==> src/hw/rtl/esv_pkg.sv <==
// Shared types and constants for the prime sieve block.
// No dependencies; imported by every module of the block.
`default_nettype none
package esv_pkg;

  localparam int ESV_MAX_LIMIT = 255;
  localparam int LIMIT_W       = 8;
  localparam int PRIME_W       = 8;

  typedef enum logic [3:0] {
    ST_IDLE,
    ST_EMPTY,
    ST_INIT,
    ST_RD_I,
    ST_CHK_I,
    ST_STRIKE,
    ST_ADV_SQ,
    ST_ADV_I,
    ST_SCAN,
    ST_SCAN_END,
    ST_FLUSH
  } esv_state_t;

endpackage
`default_nettype wire

==> src/hw/rtl/esv_alu.sv <==
// Shared adder with carry-in and a compare of the sum against the limit.
// Depends on esv_pkg.
`default_nettype none
module esv_alu
  import esv_pkg::*;
#(
  parameter int W = 10
) (
  input  wire logic [W-1:0] a,
  input  wire logic [W-1:0] b,
  input  wire logic         cin,
  input  wire logic [W-1:0] lim,
  output logic      [W-1:0] sum,
  output logic              le
);

  assign sum = a + b + W'(cin);
  assign le  = (sum <= lim);

endmodule
`default_nettype wire

==> src/hw/rtl/esv_map.sv <==
// Candidate bitmap: single-port memory, one bit per entry, registered read.
// Depends on esv_pkg.
`default_nettype none
module esv_map
  import esv_pkg::*;
#(
  parameter int DEPTH = 256,
  parameter int AW    = 8
) (
  input  wire logic          clk,
  input  wire logic          we,
  input  wire logic [AW-1:0] addr,
  input  wire logic          wdata,
  output logic               rdata
);

  logic mem [DEPTH];

  always_ff @(posedge clk) begin
    if (we) begin
      mem[addr] <= wdata;
    end
  end

  always_ff @(posedge clk) begin
    rdata <= mem[addr];
  end

endmodule
`default_nettype wire

==> src/hw/rtl/eratosthenes_prime_sieve.sv <==
// Prime sieve top level: sequencer, shared adder and candidate bitmap.
// One request at a time; busy drops as the last result appears.
// The bitmap fill, the strike loop and the scan share one adder and one memory port.
// Reset (rst_n low, synchronous) returns to idle and drops any result in flight.
// Results appear as one-cycle strobes; the receiver cannot stall.
`default_nettype none
module eratosthenes_prime_sieve
  import esv_pkg::*;
#(
  parameter int MAX_LIMIT = ESV_MAX_LIMIT
) (
  input  wire logic               clk,
  input  wire logic               rst_n,
  input  wire logic               start,
  output logic                    busy,
  input  wire logic [LIMIT_W-1:0] in_limit,
  output logic                    out_valid,
  output logic [PRIME_W-1:0]      out_prime,
  output logic                    out_is_last,
  output logic                    out_empty_res
);

  // Address width covers entries 0..MAX_LIMIT; one extra bit lets running
  // sums (m + i, next square) overshoot the limit without wrapping.
  localparam int DEPTH = MAX_LIMIT + 1;
  localparam int AW    = $clog2(DEPTH);
  localparam int W     = AW + 1;

  esv_state_t state_r, state_nxt;

  logic [W-1:0] lim_r, lim_nxt;     // saturated limit of this request
  logic [W-1:0] i_r, i_nxt;         // current sieving base
  logic [W-1:0] sq_r, sq_nxt;       // i * i, kept by increments
  logic [W-1:0] m_r, m_nxt;         // multiple being struck
  logic [W-1:0] j_r, j_nxt;         // fill / scan index
  logic [W-1:0] jd_r, jd_nxt;       // index of the read in flight
  logic         rv_r, rv_nxt;       // scan read in flight
  logic [W-1:0] pend_r, pend_nxt;   // last prime found, held for the is_last lookahead
  logic         pend_v_r, pend_v_nxt;

  logic               out_valid_r, out_valid_nxt;
  logic [PRIME_W-1:0] out_prime_r, out_prime_nxt;
  logic               out_is_last_r, out_is_last_nxt;
  logic               out_empty_r, out_empty_nxt;

  logic [W-1:0] alu_a, alu_b, alu_sum;
  logic         alu_cin, alu_le;

  logic          mem_we, mem_wd, mem_rd;
  logic [AW-1:0] mem_addr;

  logic [W-1:0] lim_sat;
  logic         accept;
  logic         hit;

  esv_alu #(.W(W)) u_alu (
    .a   (alu_a),
    .b   (alu_b),
    .cin (alu_cin),
    .lim (lim_r),
    .sum (alu_sum),
    .le  (alu_le)
  );

  esv_map #(.DEPTH(DEPTH), .AW(AW)) u_map (
    .clk   (clk),
    .we    (mem_we),
    .addr  (mem_addr),
    .wdata (mem_wd),
    .rdata (mem_rd)
  );

  assign busy   = (state_r != ST_IDLE);
  assign accept = start && !busy;

  // Clamp the request to the bitmap depth.
  assign lim_sat = (32'(in_limit) > MAX_LIMIT) ? W'(MAX_LIMIT) : W'(in_limit);

  // A surviving entry comes back from the scan read.
  assign hit = rv_r && mem_rd;

  // Next state.
  always_comb begin
    state_nxt = state_r;
    case (state_r)
      ST_IDLE: begin
        if (accept) begin
          state_nxt = (lim_sat < W'(2)) ? ST_EMPTY : ST_INIT;
        end
      end
      ST_EMPTY:    state_nxt = ST_IDLE;
      ST_INIT: begin
        if (!alu_le) begin
          state_nxt = ST_RD_I;
        end
      end
      // Square past the limit ends sieving.
      ST_RD_I:     state_nxt = alu_le ? ST_CHK_I : ST_SCAN;
      ST_CHK_I:    state_nxt = mem_rd ? ST_STRIKE : ST_ADV_SQ;
      ST_STRIKE: begin
        if (!alu_le) begin
          state_nxt = ST_ADV_SQ;
        end
      end
      ST_ADV_SQ:   state_nxt = ST_ADV_I;
      ST_ADV_I:    state_nxt = ST_RD_I;
      ST_SCAN: begin
        if (!alu_le) begin
          state_nxt = ST_SCAN_END;
        end
      end
      ST_SCAN_END: state_nxt = ST_FLUSH;
      ST_FLUSH:    state_nxt = ST_IDLE;
      default:     state_nxt = ST_IDLE;
    endcase
  end

  // Datapath control: adder operands, memory port and register updates.
  always_comb begin
    alu_a    = i_r;
    alu_b    = '0;
    alu_cin  = 1'b0;
    mem_we   = 1'b0;
    mem_wd   = 1'b0;
    mem_addr = j_r[AW-1:0];

    lim_nxt    = lim_r;
    i_nxt      = i_r;
    sq_nxt     = sq_r;
    m_nxt      = m_r;
    j_nxt      = j_r;
    jd_nxt     = jd_r;
    rv_nxt     = 1'b0;
    pend_nxt   = pend_r;
    pend_v_nxt = pend_v_r;

    out_valid_nxt   = 1'b0;
    out_prime_nxt   = out_prime_r;
    out_is_last_nxt = 1'b0;
    out_empty_nxt   = 1'b0;

    // Emit the held prime once a later one shows up; it cannot be the last.
    if (hit) begin
      if (pend_v_r) begin
        out_valid_nxt = 1'b1;
        out_prime_nxt = PRIME_W'(pend_r);
      end
      pend_nxt   = jd_r;
      pend_v_nxt = 1'b1;
    end

    case (state_r)
      ST_IDLE: begin
        if (accept) begin
          lim_nxt    = lim_sat;
          j_nxt      = W'(2);
          i_nxt      = W'(2);
          sq_nxt     = W'(4);
          pend_v_nxt = 1'b0;
        end
      end
      ST_EMPTY: begin
        out_valid_nxt   = 1'b1;
        out_prime_nxt   = '0;
        out_is_last_nxt = 1'b1;
        out_empty_nxt   = 1'b1;
      end
      ST_INIT: begin
        // Mark j as a candidate, advance j.
        mem_we   = 1'b1;
        mem_wd   = 1'b1;
        mem_addr = j_r[AW-1:0];
        alu_a    = j_r;
        alu_cin  = 1'b1;
        j_nxt    = alu_sum;
      end
      ST_RD_I: begin
        // Read map[i] while testing i*i against the limit.
        mem_addr = i_r[AW-1:0];
        alu_a    = sq_r;
        m_nxt    = sq_r;
        if (!alu_le) begin
          j_nxt = W'(2);
        end
      end
      ST_CHK_I: begin
        mem_addr = i_r[AW-1:0];
      end
      ST_STRIKE: begin
        // Strike m, advance by i.
        mem_we   = 1'b1;
        mem_wd   = 1'b0;
        mem_addr = m_r[AW-1:0];
        alu_a    = m_r;
        alu_b    = i_r;
        m_nxt    = alu_sum;
      end
      ST_ADV_SQ: begin
        // (i+1)^2 = i^2 + 2i + 1
        alu_a   = sq_r;
        alu_b   = {i_r[W-2:0], 1'b0};
        alu_cin = 1'b1;
        sq_nxt  = alu_sum;
      end
      ST_ADV_I: begin
        alu_a   = i_r;
        alu_cin = 1'b1;
        i_nxt   = alu_sum;
      end
      ST_SCAN: begin
        // One read per cycle; the result is checked in the cycle after.
        mem_addr = j_r[AW-1:0];
        alu_a    = j_r;
        alu_cin  = 1'b1;
        j_nxt    = alu_sum;
        jd_nxt   = j_r;
        rv_nxt   = 1'b1;
      end
      ST_SCAN_END: begin
        mem_addr = j_r[AW-1:0];
      end
      ST_FLUSH: begin
        // The held prime is the final one; two is always found.
        out_valid_nxt   = 1'b1;
        out_prime_nxt   = PRIME_W'(pend_r);
        out_is_last_nxt = 1'b1;
      end
      default: begin
        mem_addr = j_r[AW-1:0];
      end
    endcase
  end

  always_ff @(posedge clk) begin
    if (!rst_n) begin
      state_r     <= ST_IDLE;
      rv_r        <= 1'b0;
      pend_v_r    <= 1'b0;
      out_valid_r <= 1'b0;
    end else begin
      state_r     <= state_nxt;
      rv_r        <= rv_nxt;
      pend_v_r    <= pend_v_nxt;
      out_valid_r <= out_valid_nxt;
    end
  end

  always_ff @(posedge clk) begin
    lim_r         <= lim_nxt;
    i_r           <= i_nxt;
    sq_r          <= sq_nxt;
    m_r           <= m_nxt;
    j_r           <= j_nxt;
    jd_r          <= jd_nxt;
    pend_r        <= pend_nxt;
    out_prime_r   <= out_prime_nxt;
    out_is_last_r <= out_is_last_nxt;
    out_empty_r   <= out_empty_nxt;
  end

  assign out_valid     = out_valid_r;
  assign out_prime     = out_prime_r;
  assign out_is_last   = out_is_last_r;
  assign out_empty_res = out_empty_r;

endmodule
`default_nettype wire

==> config.mk <==
export PLATFORM = sky130hd
export DESIGN_NAME = eratosthenes_prime_sieve
export DESIGN_NICKNAME = d
export VERILOG_FILES = /design/src/hw/rtl/esv_pkg.sv /design/src/hw/rtl/esv_alu.sv /design/src/hw/rtl/esv_map.sv /design/src/hw/rtl/eratosthenes_prime_sieve.sv
export SDC_FILE = /design/constraint.sdc
export NUM_CORES = 1
export LEC_CHECK = 0
export BUFFER_PORTS_ARGS = -buffer_cell sky130_fd_sc_hd__buf_2
export CORE_MARGIN = 8
export CORE_UTILIZATION = 40
export CTS_CLUSTER_SIZE = 28
export DETAILED_ROUTE_END_ITERATION = 7
export MAX_ROUTING_LAYER = met4
export PLACE_DENSITY = 0.62
export SLEW_MARGIN = 20
export SYNTH_ARGS = -nofsm -noshare
export SYNTH_HDL_FRONTEND = slang
export SYNTH_HIERARCHICAL = 1
export SYNTH_SLANG_ARGS = --single-unit
export TNS_END_PERCENT = 50
==> constraint.sdc <==
create_clock -name clk -period 33 [get_ports clk]
set_input_delay 6.6 -clock clk [delete_from_list [all_inputs] [get_ports clk]]
set_output_delay 6.6 -clock clk [all_outputs]
set_load 0.03 [all_outputs]
==> results of run 1 <==
## registers in the layout (all words and copies together) (netlist names)
name / flops
out_prime: 8
i_r: 9
u_map/mem: 256
m_r: 9
lim_r: 8
pend_v_r: 1
u_map/rdata: 1
out_valid: 1
out_empty_res: 1
rv_r: 1
j_r: 9
jd_r: 8
out_is_last: 1
pend_r: 8
sq_r: 9
state_r: 4
## logic make-up after synthesis
kind of cell / synth area share [%]
AOI/OAI and AO/OA: 5.755
muxes: 10.71
adders and majority gates: 1.590
other: 0.02482
xor gates and xnor gates: 0.5217
DFF: 65.71
buffers and inverters: 2.898
and+or+nand+nor: 12.79
## cells in the mapped netlist (all sizes together), types with 3 or more instances
| library cell | number |
|---|---|
| a211o | 3 |
| a21boi | 7 |
| a21o | 5 |
| a21oi | 10 |
| a221o | 13 |
| a221oi | 3 |
| a22o | 10 |
| a22oi | 41 |
| and2 | 30 |
| and3 | 12 |
| buf | 20 |
| clkbuf | 58 |
| dfxtp | 10 |
| edfxtp | 324 |
| ha | 16 |
| inv | 19 |
| mux2 | 14 |
| mux4 | 64 |
| nand2 | 50 |
| nand2b | 10 |
| nand3 | 10 |
| nor2 | 269 |
| nor2b | 24 |
| nor3 | 6 |
| nor3b | 4 |
| nor4 | 4 |
| o21ai | 5 |
| or2 | 3 |
| xnor2 | 8 |
## worst max-delay path by stage
stage	from	end	cells past startpoint
after floorplan	state_r[0]	u_map/mem[131]	8
after global placement	in_limit[5]	state_r[1]	5
after detailed placement	in_limit[5]	state_r[1]	5
after CTS	state_r[3]	busy	3
after global routing	state_r[3]	busy	3
final	state_r[3]	busy	3
## critical path: stages (launching register included)
cell,delay [ns]
dfxtp_1,0.49
nor4_1,0.51
inv_1,0.08
buf_2,0.19
## where the power goes
group          internal, W  switching, W
logic             0.000145      0.000275
registers         0.000543     0.0000168
clock network     0.000258      0.000168
## per-layer routing
layer | up-vias | wire, microns | global-route usage (%)
met3 | 67 | 2015 | 3.193
met4 | 0 | 833 | 4.787
met5 | - | 0 | -
met1 | 4494 | 14390 | 20.38
met2 | 273 | 16540 | 25.56
li1 | 4000 | - | -
## cell type report
type / instances / share of cell area [%]
clock inverters: 28 / 1.822
inverters: 19 / 0.4223
repair buffers: 32 / 1.171
well taps: 511 / 3.786
clock buffers: 39 / 5.653
flip-flops and latches: 334 / 58.79
multi-input cells: 649 / 28.35
## per-stage QoR
step | total power, W | setup slack (ns) | hold slack [ns] | area [sq um] | cells
5_1_grt | 0.001469 | 24.44 | 0.4203 | 16890 | 1612
6_report | 0.001406 | 24.57 | 0.4187 | 16890 | 1612
4_1_cts | 0.001418 | 24.57 | 0.4193 | 16880 | 1612
2_1_floorplan | 0.0008873 | 20.24 | 0.4003 | 15110 | 1080
3_5_place_dp | 0.0009899 | 25.12 | 0.4056 | 15610 | 1545
3_3_place_gp | 0.0009855 | 25.13 | 0.4026 | 15610 | 1545
==> results.ini, run 1 <==
[run_status]
status=finished, final reports clean

[layout]
nNetsFinal=1102
fill_cells=3381
multi_input_area_sq_um=4788
mostFrequentLayoutCell=edfxtp_1
seqCellArea_sq_um=9930
area.growth.synth_to_final_pct=11.77
fin_util_pct=45.16
drive_above_1_share_pct=16.53
final_cell_mix=edfxtp_1 (324), nor2_1 (269), mux4_2 (64)
insertedDiodeCount=0

[floorplanning]
io_pins=23
dieArea_sq_um=44250
die_w_microns=210.4
die_y_microns=210.4
coreArea_sq_um=37400
start_util_pct=40.40
fp-row-count=71

[drt]
drc=0
wl_microns=33790
drt_first_pass_iters=5
via_count=8834
via_per_inst=5.480
wl_per_cell_microns=20.96
drtIter0Drc=793
ant_nets=0

[critical_path]
critical_path_class=reg -> out
endpoint_kind=output pin
critPathArrivalTime_ns=1.83
worstSetupStartpointType=flop
r2r-end=state_r[0]
r2r_start=state_r[1]
path_max_fanout=19
reg2reg_slack_ns=26.44
reg2regPathDepth=22
required_ns=26.40

[worst_hold_path]
hold_class=reg -> reg
hold_end=pend_r[3]
whs_path_depth=0
min_from=jd_r[3]

[synthesis]
yosysUniqueCellTypes=57
synth_area_per_cell_sq_um=13.99
synth_top_area_share_pct=64.39
synth-seq-cells=334
synth_enable_flop_cells=324
netlist_area_sq_um=15110
synth_warnings=6
synth-main-ff-cell=edfxtp_1
synthArstFlopShare_pct=0
yosys-top-cells-area=edfxtp_1 (64%), mux4_2 (9.5%), nor2_1 (6.7%), a22oi_1 (2.0%), clkbuf_1 (1.4%)
seq_area_frac_synth_pct=65.71
synth_fp_nets=1109
syn_inst=1080
synth.largest_area_cell=edfxtp_1

[clock_network]
clockRootBuffer=clkbuf_16
cts_buffers=37
clk_pin_slew_ns=0.06
clk_latency_ns=0.54
cts_tree=done
cts_resized=0
htreeDepth=2
cts_hold_buf=0
postCtsSetupBuffers=0
cts.sinks=334
clk_path_buf_depth=3

[sta]
max_slew_margin_pct=25.15
fin_setup_tns_ns=0
period_needed_ns=8.432
worst_pin_slew_ns=1.120
period_share_pct=25.55
rsz0062_at_grt=no
finalHoldViolCount=0
max_freq_ghz=0.1186
clock_skew_ns=0.01742
drv_slew=0
finalSetupViolCount=0

[global_route]
grt_max_degree=258
grt_antenna_before_repair=0
grt_pass1_wl_microns=52480
grt_pass1_vias=8948
track_usage_pct=15.94
grt_overflow=0

[pwr]
leakage_nw=5.481
ir_drop_uv=66.43
p_per_area_nw_per_um2=83.27

[placement]
gp_congestion=0.8098
dp_hpwl_microns=19080
portBuffers=22

[run]
drv_cap=0

Power figures use the tool's default switching activity.
==> inputs of run 2 (changes only) <==
--- a/config.mk
+++ b/config.mk
@@ -11,7 +11,7 @@
 export CTS_CLUSTER_SIZE = 28
 export DETAILED_ROUTE_END_ITERATION = 7
 export MAX_ROUTING_LAYER = met4
-export PLACE_DENSITY = 0.62
+export PLACE_DENSITY = 0.64
 export SLEW_MARGIN = 20
 export SYNTH_ARGS = -nofsm -noshare
 export SYNTH_HDL_FRONTEND = slang
==> constraint.sdc (replaced) <==
create_clock -name clk -period 7 [get_ports clk]
set_input_delay 1.4 -clock clk [delete_from_list [all_inputs] [get_ports clk]]
set_output_delay 1.4 -clock clk [all_outputs]
set_load 0.03 [all_outputs]
==> run 2 against run 1 <==
Effect of this change: hold slack gained 0.0039 ns; total power rose to 4.5 times the previous value; first-iteration DRC count is 5.3% higher; critical path depth rose by 19; worst setup slack worse by 24 ns; core utilization decreased by 0.45 points; routed wire length shrank 0.69%; register-to-register slack got worse by 26 ns; critical path type is now reg -> reg; largest power group unchanged; highest routed layer unchanged.
==> results.ini, run 2 (synthesized netlist as in run 1, its figures left out) <==
[global_route]
grt_most_used_layer=met2
grtUsageMet1_pct=20.03
grt_pass1_wl_microns=51730
use_met2_pct=25.51
track_usage_pct=15.49
grt_overflow=0
grt_pass1_vias=8846
grt_max_degree=135
grt_antenna_before_repair=0
met3_usage_pct=2.124

[sta]
rsz0062_at_grt=no
period_needed_ns=6.275
max_freq_ghz=0.1594
holdWs_ns=0.4226
clock_skew_ns=0.02420
fin_setup_tns_ns=0
drv_slew=0
worst_pin_slew_ns=1.119
finalHoldViolCount=0
max_slew_margin_pct=25.22
period_share_pct=89.65
finalSetupViolCount=0

[floorplanning]
dieArea_sq_um=44250
io_pins=23
fp-row-count=71
start_util_pct=40.40
die_y_microns=210.4
die_w_microns=210.4
coreArea_sq_um=37400

[run_status]
status=finished, final reports clean

[clock_network]
postCtsSetupBuffers=0
clk_path_buf_depth=3
clk_pin_slew_ns=0.06
htreeDepth=2
cts.sinks=334
clk_latency_ns=0.51
clockRootBuffer=clkbuf_16
cts_resized=0
cts_tree=done
cts_hold_buf=0
cts_buffers=36

[pwr]
p_per_area_nw_per_um2=381.5
totalPowerFinal_w=0.006379
ir_drop_uv=179.0
leakage_nw=5.400

[drt]
via_count=8909
drt_first_pass_iters=6
drtIter0Drc=835
wl_microns=33550
drc=0
wl_per_cell_microns=20.87
via_per_inst=5.540
ant_nets=0

[layout]
nNetsFinal=1103
final_cell_mix=edfxtp_1 (324), nor2_1 (269), mux4_2 (64)
design_area_sq_um=16720
largest_reg_flops=256
drive_above_1_share_pct=15.95
mostFrequentLayoutCell=edfxtp_1
top_register=u_map/mem
insertedDiodeCount=0
area.growth.synth_to_final_pct=10.66

[critical_path]
worstSetupStartpointType=flop
required_ns=7.40
critPathArrivalTime_ns=6.68
endpoint_kind=flop
path_max_fanout=19
reg2regPathDepth=22
critical_path_class=reg -> reg

[run]
drv_cap=0

[placement]
gp_congestion=0.8589
dp_hpwl_microns=19380
placed_area_sq_um=15640
portBuffers=22

[worst_hold_path]
whs_path_depth=0
hold_class=reg -> reg

==> run 2: changes by cell type in the layout (fill, tap and decap cells not counted), sizes merged <==
cell	delta
bufinv	-5
clkinv	-7
inv	-1
clkbuf	+7
buf	+2
==> run 2: layout make-up <==
| class | count | area [sq um] |
|---|---|---|
| Tap cell | 511 | 639.4 |
| Inverter | 19 | 71.32 |
| Timing Repair Buffer | 34 | 220.2 |
| Fill cell | 3341 | 20680 |
| Clock buffer | 46 | 969.7 |
| Sequential cell | 334 | 9930 |
| Clock inverter | 15 | 103.9 |
| Multi-Input combinational cell | 649 | 4787 |
==> run 2: routing by layer <==
layer	up-vias	share of wire [%]
li1	3996	-
met1	4573	42
met2	282	50
met3	58	5.8
met4	0	2.2
met5	-	0
==> run 2: worst max-delay path: stages (launching register included) <==
cell and delay, ns:
dfxtp_1 0.78, nor2b_4 0.39, o21a_1 0.46, or3_1 0.40, mux2_4 0.35, fa_1 0.44, inv_1 0.09, fa_1 0.20
inv_1 0.05, a21o_1 0.16, a41o_1 0.26, o41ai_2 0.26, xnor2_1 0.26, ha_1 0.32, nand4_1 0.10, nor2b_1 0.07
nand2_1 0.08, o221ai_1 0.12, o22ai_1 0.57, nand2b_1 0.16, a211oi_1 0.25, o21ai_0 0.16, a32o_1 0.22
==> run 2: final timing paths <==
kind,slack (ns),startpoint,endpoint
min reg2reg,0.42,jd_r[3],pend_r[3]
max,0.72,state_r[2],state_r[0]
max reg2reg,0.72,state_r[2],state_r[0]
min,0.42,jd_r[3],pend_r[3]
==> run 2: stage by stage <==
| step | util [%] | setup WS [ns] | cells |
|---|---|---|---|
| floorplan | - | 1.204 | 1080 |
| global placement | 41.81 | 1.103 | 1547 |
| detailed placement | 41.81 | 0.8346 | 1547 |
| CTS | 44.68 | 0.8134 | 1608 |
| global route | 44.71 | 0.3383 | 1608 |
| finish | 44.71 | 0.7246 | 1608 |
==> run 2: report_power, final <==
| part | leakage [nW] | total, W | switching [W] | internal, W |
|---|---|---|---|---|
| Sequential | 3.06 | 0.00264 | 0.0000817 | 0.00256 |
| Combinational | 1.81 | 0.00200 | 0.00130 | 0.000694 |
| Clock | 0.527 | 0.00174 | 0.000731 | 0.00101 |
==> inputs of run 3 (changes only) <==
--- a/config.mk
+++ b/config.mk
@@ -7,11 +7,11 @@
 export LEC_CHECK = 0
 export BUFFER_PORTS_ARGS = -buffer_cell sky130_fd_sc_hd__buf_2
 export CORE_MARGIN = 8
-export CORE_UTILIZATION = 40
+export CORE_UTILIZATION = 41
 export CTS_CLUSTER_SIZE = 28
 export DETAILED_ROUTE_END_ITERATION = 7
 export MAX_ROUTING_LAYER = met4
-export PLACE_DENSITY = 0.64
+export PLACE_DENSITY = 0.65
 export SLEW_MARGIN = 20
 export SYNTH_ARGS = -nofsm -noshare
 export SYNTH_HDL_FRONTEND = slang
==> run 3 against run 2 <==
Effect of this change: hold slack worse by 0.0073 ns; sequential power hardly changed; largest power group unchanged; clock-buffer cell count stayed put; sequential cell count stayed put; critical endpoint is now state_r[1]; sequential share of layout area is 0.14 points higher.
==> results.ini, run 3 (synthesized netlist as in run 1, its figures left out) <==
[clock_network]
cts.sinks=334
clk_latency_ns=0.53
clockRootBuffer=clkbuf_16
clk_path_buf_depth=3
postCtsSetupBuffers=0
cts_resized=0
cts_buffers=36
clk_pin_slew_ns=0.06
cts_hold_buf=0
htreeDepth=2
cts_tree=done

[global_route]
grt_overflow=0
track_usage_pct=15.86
grt_pass1_wl_microns=52020
grt_antenna_before_repair=0
grt_max_degree=132
grt_pass1_vias=8939

[sta]
fin_setup_tns_ns=0
finalSetupViolCount=0
worst_pin_slew_ns=1.202
finalHoldViolCount=0
rsz0062_at_grt=no
clock_skew_ns=0.02050
period_needed_ns=6.198
drv_slew=0
max_freq_ghz=0.1614
period_share_pct=88.54
max_slew_margin_pct=19.62

[pwr]
leakage_nw=5.391
totalPowerFinal_w=0.006407
ir_drop_uv=222.5
p_per_area_nw_per_um2=384.1

[layout]
seqCellArea_sq_um=9930
top_register=u_map/mem
insertedDiodeCount=0
nNetsFinal=1102
fill_cells=3202
mostFrequentLayoutCell=edfxtp_1
multi_input_area_sq_um=4787
final-instance-count-excl-fill=1563
largest_reg_flops=256
area.growth.synth_to_final_pct=10.40
drive_above_1_share_pct=15.71
final_cell_mix=edfxtp_1 (324), nor2_1 (269), mux4_2 (64)

[critical_path]
path_max_fanout=19
critPathSlowestCell=dfxtp_1
path_cells=nor2b_4 -> o21a_1 -> or3_1 -> mux2_4 -> fa_1 -> inv_1 -> fa_1 -> inv_1 -> a21o_1 -> a41o_1 -> nor2_1 -> xnor2_1 -> ha_1 -> a21oi_1 -> nor2b_1 -> o21ai_0 -> o221ai_1 -> o22ai_1 -> nand2b_1 -> a211oi_1 -> o21ai_0 -> a32o_1
worstSetupStartpointType=flop
critical_path.startpoint=state_r[2]
cpPeakStageDelay_ns=0.74
critPathArrivalTime_ns=6.61
required_ns=7.41
endpoint_kind=flop
r2r_start=state_r[2]
critical_path_class=reg -> reg

[floorplanning]
die_w_microns=208.0
die_y_microns=208.0
coreArea_sq_um=36430
start_util_pct=41.47
dieArea_sq_um=43250
fp-row-count=70
io_pins=23

[placement]
gp_congestion=0.8543
portBuffers=22
dp_hpwl_microns=19160
dp.cells=1503

[run]
drv_cap=0

[drt]
drc=0
ant_nets=0
wl_per_cell_microns=21.58
drt_first_pass_iters=7
wl_microns=33720
via_count=8802
via_per_inst=5.631
drtIter0Drc=846

[worst_hold_path]
min_from=jd_r[4]
hold_class=reg -> reg

[run_status]
status=finished, final reports clean

run 3: cell types whose count changed in the layout (fill, tap and decap cells not counted), moves of 2 or more:
cell	delta
clkbuf_1	+2
clkinv_2	-4
clkinv_8	+3
inv_6	-2
run 3: final timing paths:
path	end	cells after the start	slack [ns]
setup / recovery	state_r[1]	22	0.80
hold / removal	pend_r[4]	0	0.42
setup reg to reg	state_r[1]	22	0.80
hold reg to reg	pend_r[4]	0	0.42
run 3: critical path: cells and delay by family, from the launching register on:
kind,cells,cell delay (ns)
compound gates,10,2.47
xor+xnor,1,0.24
fa+ha+maj,3,0.99
buf+inv,2,0.14
flops,1,0.74
mux,1,0.35
simple gates,5,1.16
run 3: per-stage QoR:
stage | utilization, % | cell area (sq um) | setup slack (ns) | hold WS (ns)
after floorplan | - | 15120 | 1.204 | 0.4003
after global placement | 42.74 | 15570 | 1.122 | 0.4037
after detailed placement | 42.74 | 15570 | 0.9033 | 0.4045
after CTS | 45.75 | 16670 | 0.8812 | 0.4168
after global routing | 45.79 | 16680 | 0.3631 | 0.4247
final | 45.79 | 16680 | 0.8024 | 0.4153
run 3: area by class of cell:
| type | count | area share (%) |
|---|---|---|
| flip-flops and latches | 334 | 59.52 |
| multi-input cells | 649 | 28.70 |
| clock buffers | 46 | 5.625 |
| well taps | 468 | 3.510 |
| repair buffers | 33 | 1.275 |
| clock inverters | 14 | 0.9450 |
| inverters | 19 | 0.4275 |
run 3: power by group:
part           internal [W]  switching [W]  total [W]  leakage (nW)
Sequential          0.00256      0.0000816    0.00264          3.06
Combinational      0.000691        0.00130    0.00199          1.81
Clock               0.00103       0.000750    0.00178         0.523
Total               0.00427        0.00213    0.00641          5.39
run 3: routing by layer:
metal	global-route usage [%]	up-vias	part of all wire [%]
met3	2.405	54	6.5
met1	20.67	4451	42
met2	25.98	303	49
li1	-	3994	-
met5	-	-	0
met4	3.916	0	1.8
